===== config.mk =====
export PLATFORM = sky130hd
export DESIGN_NAME = double_ended_queue_core
export DESIGN_NICKNAME = d
export VERILOG_FILES = /design/src/rtl/deq_pkg.sv /design/src/rtl/deq_ram.sv /design/src/rtl/deq_front.sv /design/src/rtl/deq_back.sv /design/src/rtl/double_ended_queue_core.sv
export SDC_FILE = /design/constraint.sdc
export NUM_CORES = 2
export LEC_CHECK = 0
export BUFFER_PORTS_ARGS = -buffer_cell sky130_fd_sc_hd__buf_2
export CAP_MARGIN = 10
export CORE_MARGIN = 2
export CORE_UTILIZATION = 46
export CTS_BUF_LIST = sky130_fd_sc_hd__clkbuf_2 sky130_fd_sc_hd__clkbuf_4 sky130_fd_sc_hd__clkbuf_8
export DETAILED_ROUTE_END_ITERATION = 7
export PLACE_DENSITY_LB_ADDON = 0.12
export SLEW_MARGIN = 25
export SYNTH_ARGS = -nofsm -noshare
export SYNTH_HDL_FRONTEND = slang
export SYNTH_SLANG_ARGS = --single-unit

===== constraint.sdc =====
create_clock -name clock -period 5.8 [get_ports clock]
set_input_delay 0.87 -clock clock [delete_from_list [all_inputs] [get_ports clock]]
set_output_delay 0.87 -clock clock [all_outputs]
set_load 0.02 [all_outputs]

===== src/rtl/deq_pkg.sv =====
// Shared types and constants for the double-ended queue core.
// Holds request kinds, result status codes, the decoded command and back-end states.
// No dependencies.
`default_nettype none

package deq_pkg;

   localparam int DEQ_DEPTH = 32;
   localparam int VALUE_W   = 32;
   localparam int KIND_W    = 3;
   localparam int STATUS_W  = 2;
   localparam int COUNT_W   = 6;

   // Request kind codes as they arrive on the bus
   localparam logic [KIND_W-1:0] KIND_PUSH_FRONT = 3'd0;
   localparam logic [KIND_W-1:0] KIND_PUSH_BACK  = 3'd1;
   localparam logic [KIND_W-1:0] KIND_POP_FRONT  = 3'd2;
   localparam logic [KIND_W-1:0] KIND_POP_BACK   = 3'd3;
   localparam logic [KIND_W-1:0] KIND_LIST       = 3'd4;

   // Result status codes
   localparam logic [STATUS_W-1:0] STATUS_OK    = 2'd0;
   localparam logic [STATUS_W-1:0] STATUS_EMPTY = 2'd1;
   localparam logic [STATUS_W-1:0] STATUS_FULL  = 2'd2;

   typedef enum logic [2:0] {
      OP_PUSH_FRONT,
      OP_PUSH_BACK,
      OP_POP_FRONT,
      OP_POP_BACK,
      OP_LIST
   } op_type;

   typedef struct packed {
      op_type             op;
      logic [VALUE_W-1:0] value;
   } cmd_type;

   typedef enum logic [1:0] {
      BACK_IDLE,
      BACK_POP_WAIT,
      BACK_LIST_WAIT,
      BACK_LIST_NEXT
   } back_state_type;

endpackage

`default_nettype wire


===== src/rtl/deq_ram.sv =====
// Generic single-write, single-read RAM with registered read data.
// Standalone; holds the ring entries of the queue.
`default_nettype none

module deq_ram #(
   parameter int WIDTH = 32,
   parameter int DEPTH = 32
) (
   input  wire logic                     clock,
   input  wire logic                     wr_en,
   input  wire logic [$clog2(DEPTH)-1:0] wr_addr,
   input  wire logic [WIDTH-1:0]         wr_data,
   input  wire logic                     rd_en,
   input  wire logic [$clog2(DEPTH)-1:0] rd_addr,
   output logic      [WIDTH-1:0]         rd_data
);

   logic [WIDTH-1:0] mem_ff [DEPTH];
   logic [WIDTH-1:0] rd_data_ff;

   // Write port
   always_ff @(posedge clock) begin
      if (wr_en) begin
         mem_ff[wr_addr] <= wr_data;
      end
   end

   // Registered read port
   always_ff @(posedge clock) begin
      if (rd_en) begin
         rd_data_ff <= mem_ff[rd_addr];
      end
   end

   assign rd_data = rd_data_ff;

endmodule

`default_nettype wire


===== src/rtl/deq_front.sv =====
// Front end: accepts requests, decodes the kind and queues commands for the back end.
// Uses deq_pkg for kind codes and the command struct.
`default_nettype none

module deq_front (
   input  wire logic                           clock,
   input  wire logic                           reset,
   input  wire logic                           req_tvalid,
   output logic                                req_tready,
   input  wire logic [deq_pkg::VALUE_W-1:0]    req_value,
   input  wire logic [deq_pkg::KIND_W-1:0]     req_kind,
   output logic                                cmd_valid,
   output deq_pkg::cmd_type                    cmd,
   input  wire logic                           cmd_ready
);

   import deq_pkg::*;

   cmd_type    slot_ff [2];
   logic       wr_ptr_ff, wr_ptr_in;
   logic       rd_ptr_ff, rd_ptr_in;
   logic [1:0] fill_ff, fill_in;

   logic       kind_ok;
   op_type     kind_op;
   logic       push;
   logic       pop;

   // Decode the request kind; unused kinds are dropped
   always_comb begin
      kind_ok = 1'b1;
      kind_op = OP_LIST;
      case (req_kind)
         KIND_PUSH_FRONT: kind_op = OP_PUSH_FRONT;
         KIND_PUSH_BACK:  kind_op = OP_PUSH_BACK;
         KIND_POP_FRONT:  kind_op = OP_POP_FRONT;
         KIND_POP_BACK:   kind_op = OP_POP_BACK;
         KIND_LIST:       kind_op = OP_LIST;
         default:         kind_ok = 1'b0;
      endcase
   end

   assign req_tready = (fill_ff != 2'd2);
   assign push       = req_tvalid && req_tready && kind_ok;
   assign cmd_valid  = (fill_ff != 2'd0);
   assign pop        = cmd_valid && cmd_ready;
   assign cmd        = slot_ff[rd_ptr_ff];

   // Advance queue pointers and fill level
   always_comb begin
      wr_ptr_in = push ? ~wr_ptr_ff : wr_ptr_ff;
      rd_ptr_in = pop ? ~rd_ptr_ff : rd_ptr_ff;
      fill_in   = fill_ff + {1'b0, push} - {1'b0, pop};
   end

   always_ff @(posedge clock) begin
      if (reset) begin
         wr_ptr_ff <= 1'b0;
         rd_ptr_ff <= 1'b0;
         fill_ff   <= 2'd0;
      end else begin
         wr_ptr_ff <= wr_ptr_in;
         rd_ptr_ff <= rd_ptr_in;
         fill_ff   <= fill_in;
      end
   end

   // Hold queued commands
   always_ff @(posedge clock) begin
      if (push) begin
         slot_ff[wr_ptr_ff] <= '{op: kind_op, value: req_value};
      end
   end

endmodule

`default_nettype wire


===== src/rtl/deq_back.sv =====
// Back end: executes queued commands on the ring and drives the result register.
// Uses deq_pkg for ops, status codes and states; drives the element RAM ports.
`default_nettype none

module deq_back #(
   parameter int DEPTH = deq_pkg::DEQ_DEPTH
) (
   input  wire logic                            clock,
   input  wire logic                            reset,
   input  wire logic                            cmd_valid,
   input  wire deq_pkg::cmd_type                cmd,
   output logic                                 cmd_ready,
   output logic                                 ram_wr_en,
   output logic [$clog2(DEPTH)-1:0]             ram_wr_addr,
   output logic [deq_pkg::VALUE_W-1:0]          ram_wr_data,
   output logic                                 ram_rd_en,
   output logic [$clog2(DEPTH)-1:0]             ram_rd_addr,
   input  wire logic [deq_pkg::VALUE_W-1:0]     ram_rd_data,
   output logic                                 rsp_valid,
   input  wire logic                            rsp_ready,
   output logic [deq_pkg::VALUE_W-1:0]          rsp_value,
   output logic [deq_pkg::STATUS_W-1:0]         rsp_status,
   output logic [deq_pkg::COUNT_W-1:0]          rsp_count,
   output logic                                 rsp_last
);

   import deq_pkg::*;

   localparam int PTR_W = $clog2(DEPTH);
   localparam int CNT_W = $clog2(DEPTH + 1);

   back_state_type     state_ff, state_in;
   logic [PTR_W-1:0]   head_ff, head_in;
   logic [CNT_W-1:0]   count_ff, count_in;
   logic [CNT_W-1:0]   idx_ff, idx_in;

   logic               rsp_valid_ff, rsp_valid_in;
   logic [VALUE_W-1:0] rsp_value_ff, rsp_value_in;
   logic [STATUS_W-1:0] rsp_status_ff, rsp_status_in;
   logic [COUNT_W-1:0] rsp_count_ff, rsp_count_in;
   logic               rsp_last_ff, rsp_last_in;

   logic               out_free;
   logic               start;
   logic               is_full;
   logic               is_empty;
   logic               last_elem;
   logic [CNT_W-1:0]   count_dec;
   logic [PTR_W-1:0]   head_dec;

   // Add an offset to a ring index, wrapping once at the depth
   function automatic logic [PTR_W-1:0] ring_add(input logic [PTR_W-1:0] base,
                                                 input logic [PTR_W-1:0] off);
      logic [PTR_W:0] sum;
      sum = {1'b0, base} + {1'b0, off};
      if (sum >= (PTR_W + 1)'(DEPTH)) begin
         sum = sum - (PTR_W + 1)'(DEPTH);
      end
      return sum[PTR_W-1:0];
   endfunction

   assign out_free  = !rsp_valid_ff || rsp_ready;
   assign start     = (state_ff == BACK_IDLE) && cmd_valid && out_free;
   assign is_full   = (count_ff == CNT_W'(DEPTH));
   assign is_empty  = (count_ff == '0);
   assign count_dec = count_ff - 1'b1;
   assign last_elem = (CNT_W'(idx_ff + 1'b1) == count_ff);
   assign head_dec  = (head_ff == '0) ? PTR_W'(DEPTH - 1) : head_ff - 1'b1;

   // Next state
   always_comb begin
      state_in = state_ff;
      case (state_ff)
         BACK_IDLE: begin
            if (start && !is_empty &&
                (cmd.op == OP_POP_FRONT || cmd.op == OP_POP_BACK)) begin
               state_in = BACK_POP_WAIT;
            end else if (start && !is_empty && cmd.op == OP_LIST) begin
               state_in = BACK_LIST_WAIT;
            end
         end
         BACK_POP_WAIT: state_in = BACK_IDLE;
         BACK_LIST_WAIT: begin
            state_in = last_elem ? BACK_IDLE : BACK_LIST_NEXT;
         end
         BACK_LIST_NEXT: begin
            if (out_free) begin
               state_in = BACK_LIST_WAIT;
            end
         end
         default: state_in = BACK_IDLE;
      endcase
   end

   // Ring updates, RAM access and result loading
   always_comb begin
      head_in       = head_ff;
      count_in      = count_ff;
      idx_in        = idx_ff;
      cmd_ready     = 1'b0;
      ram_wr_en     = 1'b0;
      ram_wr_addr   = head_ff;
      ram_wr_data   = cmd.value;
      ram_rd_en     = 1'b0;
      ram_rd_addr   = head_ff;
      rsp_valid_in  = rsp_valid_ff && !rsp_ready;
      rsp_value_in  = rsp_value_ff;
      rsp_status_in = rsp_status_ff;
      rsp_count_in  = rsp_count_ff;
      rsp_last_in   = rsp_last_ff;
      case (state_ff)
         BACK_IDLE: begin
            if (start) begin
               cmd_ready = 1'b1;
               case (cmd.op)
                  OP_PUSH_FRONT, OP_PUSH_BACK: begin
                     rsp_valid_in = 1'b1;
                     rsp_value_in = '0;
                     rsp_last_in  = 1'b1;
                     if (is_full) begin
                        rsp_status_in = STATUS_FULL;
                        rsp_count_in  = COUNT_W'(count_ff);
                     end else begin
                        ram_wr_en = 1'b1;
                        if (cmd.op == OP_PUSH_FRONT) begin
                           ram_wr_addr = head_dec;
                           head_in     = head_dec;
                        end else begin
                           ram_wr_addr = ring_add(head_ff, count_ff[PTR_W-1:0]);
                        end
                        count_in      = count_ff + 1'b1;
                        rsp_status_in = STATUS_OK;
                        rsp_count_in  = COUNT_W'(count_in);
                     end
                  end
                  OP_POP_FRONT, OP_POP_BACK: begin
                     if (is_empty) begin
                        rsp_valid_in  = 1'b1;
                        rsp_value_in  = '0;
                        rsp_status_in = STATUS_EMPTY;
                        rsp_count_in  = '0;
                        rsp_last_in   = 1'b1;
                     end else begin
                        ram_rd_en = 1'b1;
                        if (cmd.op == OP_POP_FRONT) begin
                           ram_rd_addr = head_ff;
                           head_in     = ring_add(head_ff, PTR_W'(1));
                        end else begin
                           ram_rd_addr = ring_add(head_ff, count_dec[PTR_W-1:0]);
                        end
                        count_in = count_dec;
                     end
                  end
                  OP_LIST: begin
                     if (is_empty) begin
                        rsp_valid_in  = 1'b1;
                        rsp_value_in  = '0;
                        rsp_status_in = STATUS_EMPTY;
                        rsp_count_in  = '0;
                        rsp_last_in   = 1'b1;
                     end else begin
                        ram_rd_en   = 1'b1;
                        ram_rd_addr = head_ff;
                        idx_in      = '0;
                     end
                  end
                  default: begin
                     cmd_ready = 1'b1;
                  end
               endcase
            end
         end
         BACK_POP_WAIT: begin
            rsp_valid_in  = 1'b1;
            rsp_value_in  = ram_rd_data;
            rsp_status_in = STATUS_OK;
            rsp_count_in  = COUNT_W'(count_ff);
            rsp_last_in   = 1'b1;
         end
         BACK_LIST_WAIT: begin
            rsp_valid_in  = 1'b1;
            rsp_value_in  = ram_rd_data;
            rsp_status_in = STATUS_OK;
            rsp_count_in  = COUNT_W'(count_ff);
            rsp_last_in   = last_elem;
            idx_in        = idx_ff + 1'b1;
         end
         BACK_LIST_NEXT: begin
            if (out_free) begin
               ram_rd_en   = 1'b1;
               ram_rd_addr = ring_add(head_ff, idx_ff[PTR_W-1:0]);
            end
         end
         default: begin
            rsp_valid_in = rsp_valid_ff && !rsp_ready;
         end
      endcase
   end

   // Control state
   always_ff @(posedge clock) begin
      if (reset) begin
         state_ff     <= BACK_IDLE;
         head_ff      <= '0;
         count_ff     <= '0;
         rsp_valid_ff <= 1'b0;
      end else begin
         state_ff     <= state_in;
         head_ff      <= head_in;
         count_ff     <= count_in;
         rsp_valid_ff <= rsp_valid_in;
      end
   end

   // Result payload and list index
   always_ff @(posedge clock) begin
      idx_ff        <= idx_in;
      rsp_value_ff  <= rsp_value_in;
      rsp_status_ff <= rsp_status_in;
      rsp_count_ff  <= rsp_count_in;
      rsp_last_ff   <= rsp_last_in;
   end

   assign rsp_valid  = rsp_valid_ff;
   assign rsp_value  = rsp_value_ff;
   assign rsp_status = rsp_status_ff;
   assign rsp_count  = rsp_count_ff;
   assign rsp_last   = rsp_last_ff;

endmodule

`default_nettype wire


===== src/rtl/double_ended_queue_core.sv =====
// Double-ended queue core: bounded ring of signed 32-bit values behind stream ports.
// Results pass through the 2-entry command queue and the result register; pops and listed
// elements also pass through the registered RAM read.
// Throughput: one push per cycle while the result port is not stalled; a pop or a list element
// holds the back end in a wait state for the registered RAM read, so no new command is taken meanwhile.
// Reset (synchronous): empties the queue; RAM contents are not cleared and need no pass.
`default_nettype none

module double_ended_queue_core #(
   parameter int DEPTH = deq_pkg::DEQ_DEPTH
) (
   input  wire logic        clock,
   input  wire logic        reset,
   input  wire logic        req_tvalid,
   output logic             req_tready,
   input  wire logic [31:0] req_tdata,   // [31:0] value
   input  wire logic [2:0]  req_tuser,   // [2:0] kind
   output logic             rsp_tvalid,
   input  wire logic        rsp_tready,
   output logic [39:0]      rsp_tdata,   // [31:0] value_res, [33:32] status, [39:34] element_count
   output logic             rsp_tlast
);

   import deq_pkg::*;

   localparam int PTR_W = $clog2(DEPTH);

   logic                cmd_valid;
   cmd_type             cmd;
   logic                cmd_ready;
   logic                ram_wr_en;
   logic [PTR_W-1:0]    ram_wr_addr;
   logic [VALUE_W-1:0]  ram_wr_data;
   logic                ram_rd_en;
   logic [PTR_W-1:0]    ram_rd_addr;
   logic [VALUE_W-1:0]  ram_rd_data;
   logic [VALUE_W-1:0]  rsp_value;
   logic [STATUS_W-1:0] rsp_status;
   logic [COUNT_W-1:0]  rsp_count;

   deq_front u_front (
      .clock      (clock),
      .reset      (reset),
      .req_tvalid (req_tvalid),
      .req_tready (req_tready),
      .req_value  (req_tdata),
      .req_kind   (req_tuser),
      .cmd_valid  (cmd_valid),
      .cmd        (cmd),
      .cmd_ready  (cmd_ready)
   );

   deq_back #(
      .DEPTH (DEPTH)
   ) u_back (
      .clock       (clock),
      .reset       (reset),
      .cmd_valid   (cmd_valid),
      .cmd         (cmd),
      .cmd_ready   (cmd_ready),
      .ram_wr_en   (ram_wr_en),
      .ram_wr_addr (ram_wr_addr),
      .ram_wr_data (ram_wr_data),
      .ram_rd_en   (ram_rd_en),
      .ram_rd_addr (ram_rd_addr),
      .ram_rd_data (ram_rd_data),
      .rsp_valid   (rsp_tvalid),
      .rsp_ready   (rsp_tready),
      .rsp_value   (rsp_value),
      .rsp_status  (rsp_status),
      .rsp_count   (rsp_count),
      .rsp_last    (rsp_tlast)
   );

   deq_ram #(
      .WIDTH (VALUE_W),
      .DEPTH (DEPTH)
   ) u_ram (
      .clock   (clock),
      .wr_en   (ram_wr_en),
      .wr_addr (ram_wr_addr),
      .wr_data (ram_wr_data),
      .rd_en   (ram_rd_en),
      .rd_addr (ram_rd_addr),
      .rd_data (ram_rd_data)
   );

   // Pack result fields, lowest first
   assign rsp_tdata = {rsp_count, rsp_status, rsp_value};

endmodule

`default_nettype wire

; ---- Word level (Yosys, flattened, before mapping)
; Memory sizes are Yosys's and may differ from the RTL's. A register that Yosys moved wholly into a read port is not among the register bits.
; Cells that the tools add are included.
[word_totals]
out_inout_bits = 43
ff_bits = 65
mem_count = 2
ram_bits = 1094
[mem_list]
columns = name, words, width, rd, rd_clocked_by_memory_dff, write_ports, line
row1 = u_ram.mem_ff, 32, 32, 1, 1, 1, deq_ram.sv:18  ; logic [WIDTH-1:0] mem_ff [DEPTH];
row2 = u_front.slot_ff, 2, 35, 1, 1, 1, deq_front.sv:19  ; cmd_type slot_ff [2];
[op_classes]
n_eq_ne = 25
bitwise = 2
n_addsub = 14
reduce_logical = 35
n_lt_le_gt_ge = 4
n_mux = 73
[op_table]
columns = operator, n
row1 = $pmux 32 s2, 2
row2 = $mux 5, 19
row3 = $mux 32, 2
row4 = $pmux 6 s2, 4
row5 = $mux 6, 7
row6 = $sub 5x1->5 const B, 5
row7 = $ge 6x6->1 const B, 4
row8 = $mux 1, 21
row9 = $pmux 5 s2, 2
row10 = $add 5x5->6, 3
row11 = $reduce_and 4->1, 4
row12 = $mux 2, 7
row13 = $add 6x1->6 const B, 2
row14 = $eq 3x2->1 const B, 4
row15 = $pmux 3 s4, 1
row16 = $ne 2x2->1 const B, 5
row17 = $logic_and 1x1->1, 9
row18 = $ne 2x1->1 const B, 4
row19 = $pmux 1 s2, 4
row20 = $pmux 2 s2, 2
row21 = $pmux 2 s4, 1
row22 = $reduce_bool 2->1, 4
row23 = $reduce_and 7->1, 1
row24 = $add 5x1->6 const B, 1
row25 = 24 further kinds, 35

; ---- Logic depth before layout (Yosys ltp)
[depth]
ltp_word = 9
depth_mapped = 16

; ---- Modules after synthesis
; A second synthesis with hierarchy kept.
[unflattened]
hier_cells = 2829
hier_area_um2 = 47844.6
[by_module_without_submodules]
columns = mod, n_inst, seq_area_each_um2, area_per_inst_um2, cells_each
row1 = deq_ram, 1, 31710.4, 40812.9, 2260
row2 = deq_back, 1, 1691.6, 4102.7, 430
row3 = deq_front, 1, 2202.1, 2929.1, 139

; ---- Worst setup path before layout
; OpenSTA, ideal clock, no wires.
[synth_timing]
path_kind = input port to flip-flop
startpoint = input rsp_tready
endpoint = memory u_ram.mem_ff[20][0] (enable)
path_stages = 7
arrival_ps = 3790
path_buffers = 0
setup_slack_ps = 1589
path_cell_list = nand2b_1 -> nand2_1 -> nor3_1 -> o211ai_1 -> xnor2_1 -> nand2_1 -> nor2_1
[synth_between]
elab_chain_cells = 6
word_cells_on_any_way = 8
classes_between = mux (6) / reduce/logical (2)
[synth_lines]
columns = element, line
row1 = from (decl), double_ended_queue_core.sv:19  ; input wire logic rsp_tready,
row2 = $logic_or 1x1->1 (*), deq_back.sv:62  ; assign out_free = !rsp_valid_ff || rsp_ready;
row3 = $logic_and 1x1->1 (*), deq_back.sv:63  ; assign start = (state_ff == BACK_IDLE) && cmd_valid && out_free;
row4 = $mux 1, deq_back.sv:113  ; if (start) begin
row5 = $mux 1, deq_back.sv:111  ; case (state_ff)
row6 = $mux 1, deq_ram.sv:23  ; if (wr_en) begin
row7 = $mux 1 (implied by the code), deq_ram.sv:24  ; mem_ff[wr_addr] <= wr_data;
row8 = to (decl), deq_ram.sv:18
; Mark *: on every way between the ends. The rest lies on a longest branch, timed or not.

; ---- Worst setup path after layout
[layout_timing]
startpoint = register u_back.state_ff[0]
endpoint = register u_ram.rd_data_ff[9] (netlist: u_ram.rd_data[9]) (read register of u_ram.mem_ff), data pin
[layout_between]
elab_chain_cells = 5
word_cells_on_any_way = 8
classes_between = eq/ne (1) / mux (4) / reduce/logical (3)
[layout_lines]
columns = element, line
row1 = from (decl), deq_back.sv:32  ; back_state_type state_ff, state_in;
row2 = from (signal assigned), deq_back.sv:208  ; state_ff <= state_in;
row3 = $logic_not 2->1, "deq_back.sv:63, deq_back.sv:111"
row4 = $logic_and 1x1->1 (2 in series), deq_back.sv:63
row5 = $mux 5 / $mux 1 (equally long branches), deq_back.sv:113
row6 = $pmux 5 s2 / $pmux 1 s2 (equally long branches), deq_back.sv:111
row7 = to (decl), deq_ram.sv:19  ; logic [WIDTH-1:0] rd_data_ff;
; Parallel ways exist; a longest one is shown, timed or not.
; A chain may end at the register's enable or synchronous reset.

==> run_results.csv <==
group,metric,value,unit
outcome,run_status,"complete, no violations",
sta,slew_worst_pin,1050,ps
sta,whs,212,ps
sta,setup_repair_after_global_routing_missed_its_margin,"false",
worst_setup_path,cp_data_arrival_time,5420,ps
floorplanning,die_x,325,um
floorplanning,floorplan.die_area,0.106,mm^2
clocking,clk_transition_reported_paths,70,ps
power_and_ir_drop,power_density_over_the_cells,427,mW/mm^2
routing,drt-total-wl,136000,um
clocking,numClockSinks,1192,
min_path,holdPathEnd,"u_front.slot_ff[0][29]",
floorplanning,fp.coreArea,0.102,mm^2
clocking,clockBufferDepth,3,
clocking,h-tree-depth,4,
floorplanning,num_rows,117,
grt,grt_max_degree,116,
yosys,dominantRegCellSynth,"sky130_fd_sc_hd__edfxtp_1",
routing,initialDrtViolationCount,3106,
yosys,seq_area_frac_synth,75.0,%
routing,vias,28000,
clocking,ctsHoldBuffers,0,
place,count_of_input_and_output_buffers,81,
worst_setup_path,reg2reg_from,"u_back.state_ff[0]",
worst_setup_path,cp_max_fo,30,
sta,report.final.hold_viol_count,0,
sta,maxClockFrequency,0.206,GHz
floorplanning,chipHeight,325,um
worst_setup_path,timing.critical_path.from,"u_back.state_ff[0]",
place,hpwl,82300,um
yosys,synth_edf_count,1173,
routing,detail_route.vias_per_cell,6.08,
cells_and_area,syn2layout_area_growth,13.7,%
sta,clock_skew,48.6,ps
sta,slew-limit-headroom,30.2,%
worst_setup_path,r2r_end,"u_ram.rd_data[9]",
cells_and_area,layout_net_count,3163,
yosys,syn_avg_cell_area,16.5,um^2
sta,fin_crit,4850,ps
cells_and_area,proportion_of_layout_cells_with_a_drive_suffix_above_1,20.2,%
sta,setup_viol,0,
worst_setup_path,startpoint_type,"flop",
worst_setup_path,worstSetupPathType,"flop to flop",
grt,antenna_found_initial,6,
routing,route.antenna.remaining_nets,0,
power_and_ir_drop,p_leak,18.2,nW
sta,fin_tns_setup,0,ps
cells_and_area,fillers,8286,
min_path,worst_hold_startpoint,"req_tdata[29]",
grt,first_pass_grt_wire_length,195000,um
floorplanning,initial_standard_cell_utilization_of_the_core,46.5,%
yosys,synthesis.nets,2943,
routing,route.detailed.drc,0,
sta,period_share,83.7,%
cells_and_area,layout.cells.most_common,"sky130_fd_sc_hd__edfxtp_1",
routing,drt-pass1-iter-count,6,
yosys,cell_area_after_synthesis,0.0475,mm^2
worst_setup_path,cp.required,6360,ps
yosys,synthesis.yosys.warnings,0,
grt,grt_util_overall,25.6,%
clocking,clkLatencyLatePin,870,ps
clocking,post_cts_resize_count,0,
yosys,count_of_unique_library_cells_instantiated_by_yosys,73,
cells_and_area,mostFrequentLayoutCells,"1173 x sky130_fd_sc_hd__edfxtp_1, 228 x sky130_fd_sc_hd__mux2i_1, 197 x sky130_fd_sc_hd__clkbuf_8",
yosys,synthesis.instances,2877,
floorplanning,top_level_i_o_count,82,
min_path,min_delay_path_depth,1,
clocking,post-cts-setup-buffers,0,
routing,routedWlPerCell,29.5,um
sta,final_max_slew_viol_count,0,
yosys,asyncSetResetFlopFracSynth,0,%
yosys,flip_flop_and_latch_count_after_synthesis,1192,
worst_setup_path,crit_end_element,"flop",
grt,congestion_overflow_gr,0,
place,final_gp_congestion,0.882,
clocking,clockRootBuffer,"sky130_fd_sc_hd__clkbuf_8",
grt,grt_pass1_vias,27800,
worst_setup_path,reg2reg_slack,950,ps
place,worst_slack_at_placement,1070,ps
run,cap_violations,0,
worst_setup_path,reg2regPathDepth,12,
sta,post-route-worst-setup-slack,947,ps
clocking,tritoncts_clock_tree,"yes",
min_path,hold_path.class,"input port to flop",
clocking,cts-buffers-inserted,191,
power_and_ir_drop,ir_worst_vdd,242,uV
==> cell families after synthesis <==
family | Yosys count | synth area share, %
AO/OA/AOI/OAI | 621 | 9.48
XOR/XNOR | 34 | 0.627
adder cells (fa/ha/maj) | 27 | 0.759
buffers and inverters | 200 | 1.96
flip-flops | 1192 | 75.0
multiplexers | 325 | 7.11
AND/OR/NAND/NOR | 478 | 5.08
==> per-stage QoR <==
step	total power [W]	cell area (um^2)	util (%)	cells
finish	0.0231	54000	52.9	4605
global route	0.0240	54000	52.9	4603
CTS	0.0232	53900	52.8	4600
detailed placement	0.0164	50300	49.3	4270
global placement	0.0163	50300	49.3	4270
floorplan	0.0141	47500	-	2877
==> sequential cells by signal, summed over array words and instances, names as in the netlist, named ones only <==
signal / flops
u_back.rsp_count: 6
u_back.rsp_status: 2
u_back.rsp_last: 1
u_front.rd_ptr_ff: 1
u_front.slot_ff: 70
u_back.rsp_value: 32
u_ram.mem_ff: 1024
u_back.rsp_valid: 1
u_ram.rd_data: 32
u_front.wr_ptr_ff: 1
u_front.fill_ff: 2
u_back.count_ff: 6
u_back.idx_ff: 6
u_back.state_ff: 2
u_back.head_ff: 5
==> layer usage <==
metal,vias to the layer above,track usage (%),wire length [um]
met1,14400,34.4,55200
met3,256,5.84,12000
met4,2,10.2,4900
met2,1326,40.4,63800
met5,-,0,11
li1,12100,-,-
==> Yosys cell counts, drive strengths merged (5+ instances only) <==
library cell	n	area, um^2
o2bb2ai	30	263
and2	40	250
a22oi	36	270
xnor2	21	184
nand3	82	410
o211a	32	328
a21o	41	308
nand2	137	519
edfxtp	1173	35200
nand2b	5	31.3
a221oi	62	543
o211ai	5	42.5
mux2i	228	2280
xor2	13	114
mux2	97	1090
a211oi	69	528
nor2b	5	31.3
ha	24	300
o22ai	68	432
a2111oi	32	280
buf	68	435
inv	16	60.1
nor2	77	314
a21oi	59	295
and3	35	219
clkbuf	116	435
nand4	7	43.8
nor3	13	75.1
nor4	63	394
o31ai	6	45.0
a311oi	33	289
o21ai	123	616
dfxtp	19	380
==> cell type report <==
cell class	instances	area (um^2)	area share, %
Clock inverter	61	335	0.621
Tap cell	1368	1710	3.17
Sequential cell	1192	35600	66.0
Inverter	16	60.1	0.111
Timing Repair Buffer	211	1620	3.00
Multi-Input combinational cell	1485	11400	21.1
Antenna cell	3	7.51	0.0139
Clock buffer	269	3250	6.02
==> how the worst max path moves through the flow <==
stage,slack [ps],depth (start not counted),end
final,950,12,u_ram.rd_data[9]
after floorplan,1590,7,u_ram.mem_ff[20][0]
after global placement,1100,11,u_ram.rd_data[9]
after CTS,1010,12,u_ram.rd_data[9]
after detailed placement,1070,12,u_ram.rd_data[9]
after global routing,770,10,u_ram.mem_ff[3][10]
==> power by group <==
part	switching [W]	internal, W
combinational	0.00389	0.00158
sequential	0.000163	0.0106
clock	0.00322	0.00364
total	0.00728	0.0158
==> critical path, cell delays in order (launching register included) <==
cell and delay [ps]:
sky130_fd_sc_hd__dfxtp_1 340, sky130_fd_sc_hd__inv_1 90, sky130_fd_sc_hd__ha_1 550, sky130_fd_sc_hd__o21a_1 330, sky130_fd_sc_hd__o211ai_2 270, sky130_fd_sc_hd__o21ai_1 470, sky130_fd_sc_hd__nand2_4 440, sky130_fd_sc_hd__nand2_2 540
sky130_fd_sc_hd__buf_12 250, sky130_fd_sc_hd__buf_4 240, sky130_fd_sc_hd__o21ai_0 110, sky130_fd_sc_hd__a211oi_1 690, sky130_fd_sc_hd__nor4_1 120
Power figures use the tool's default switching activity.
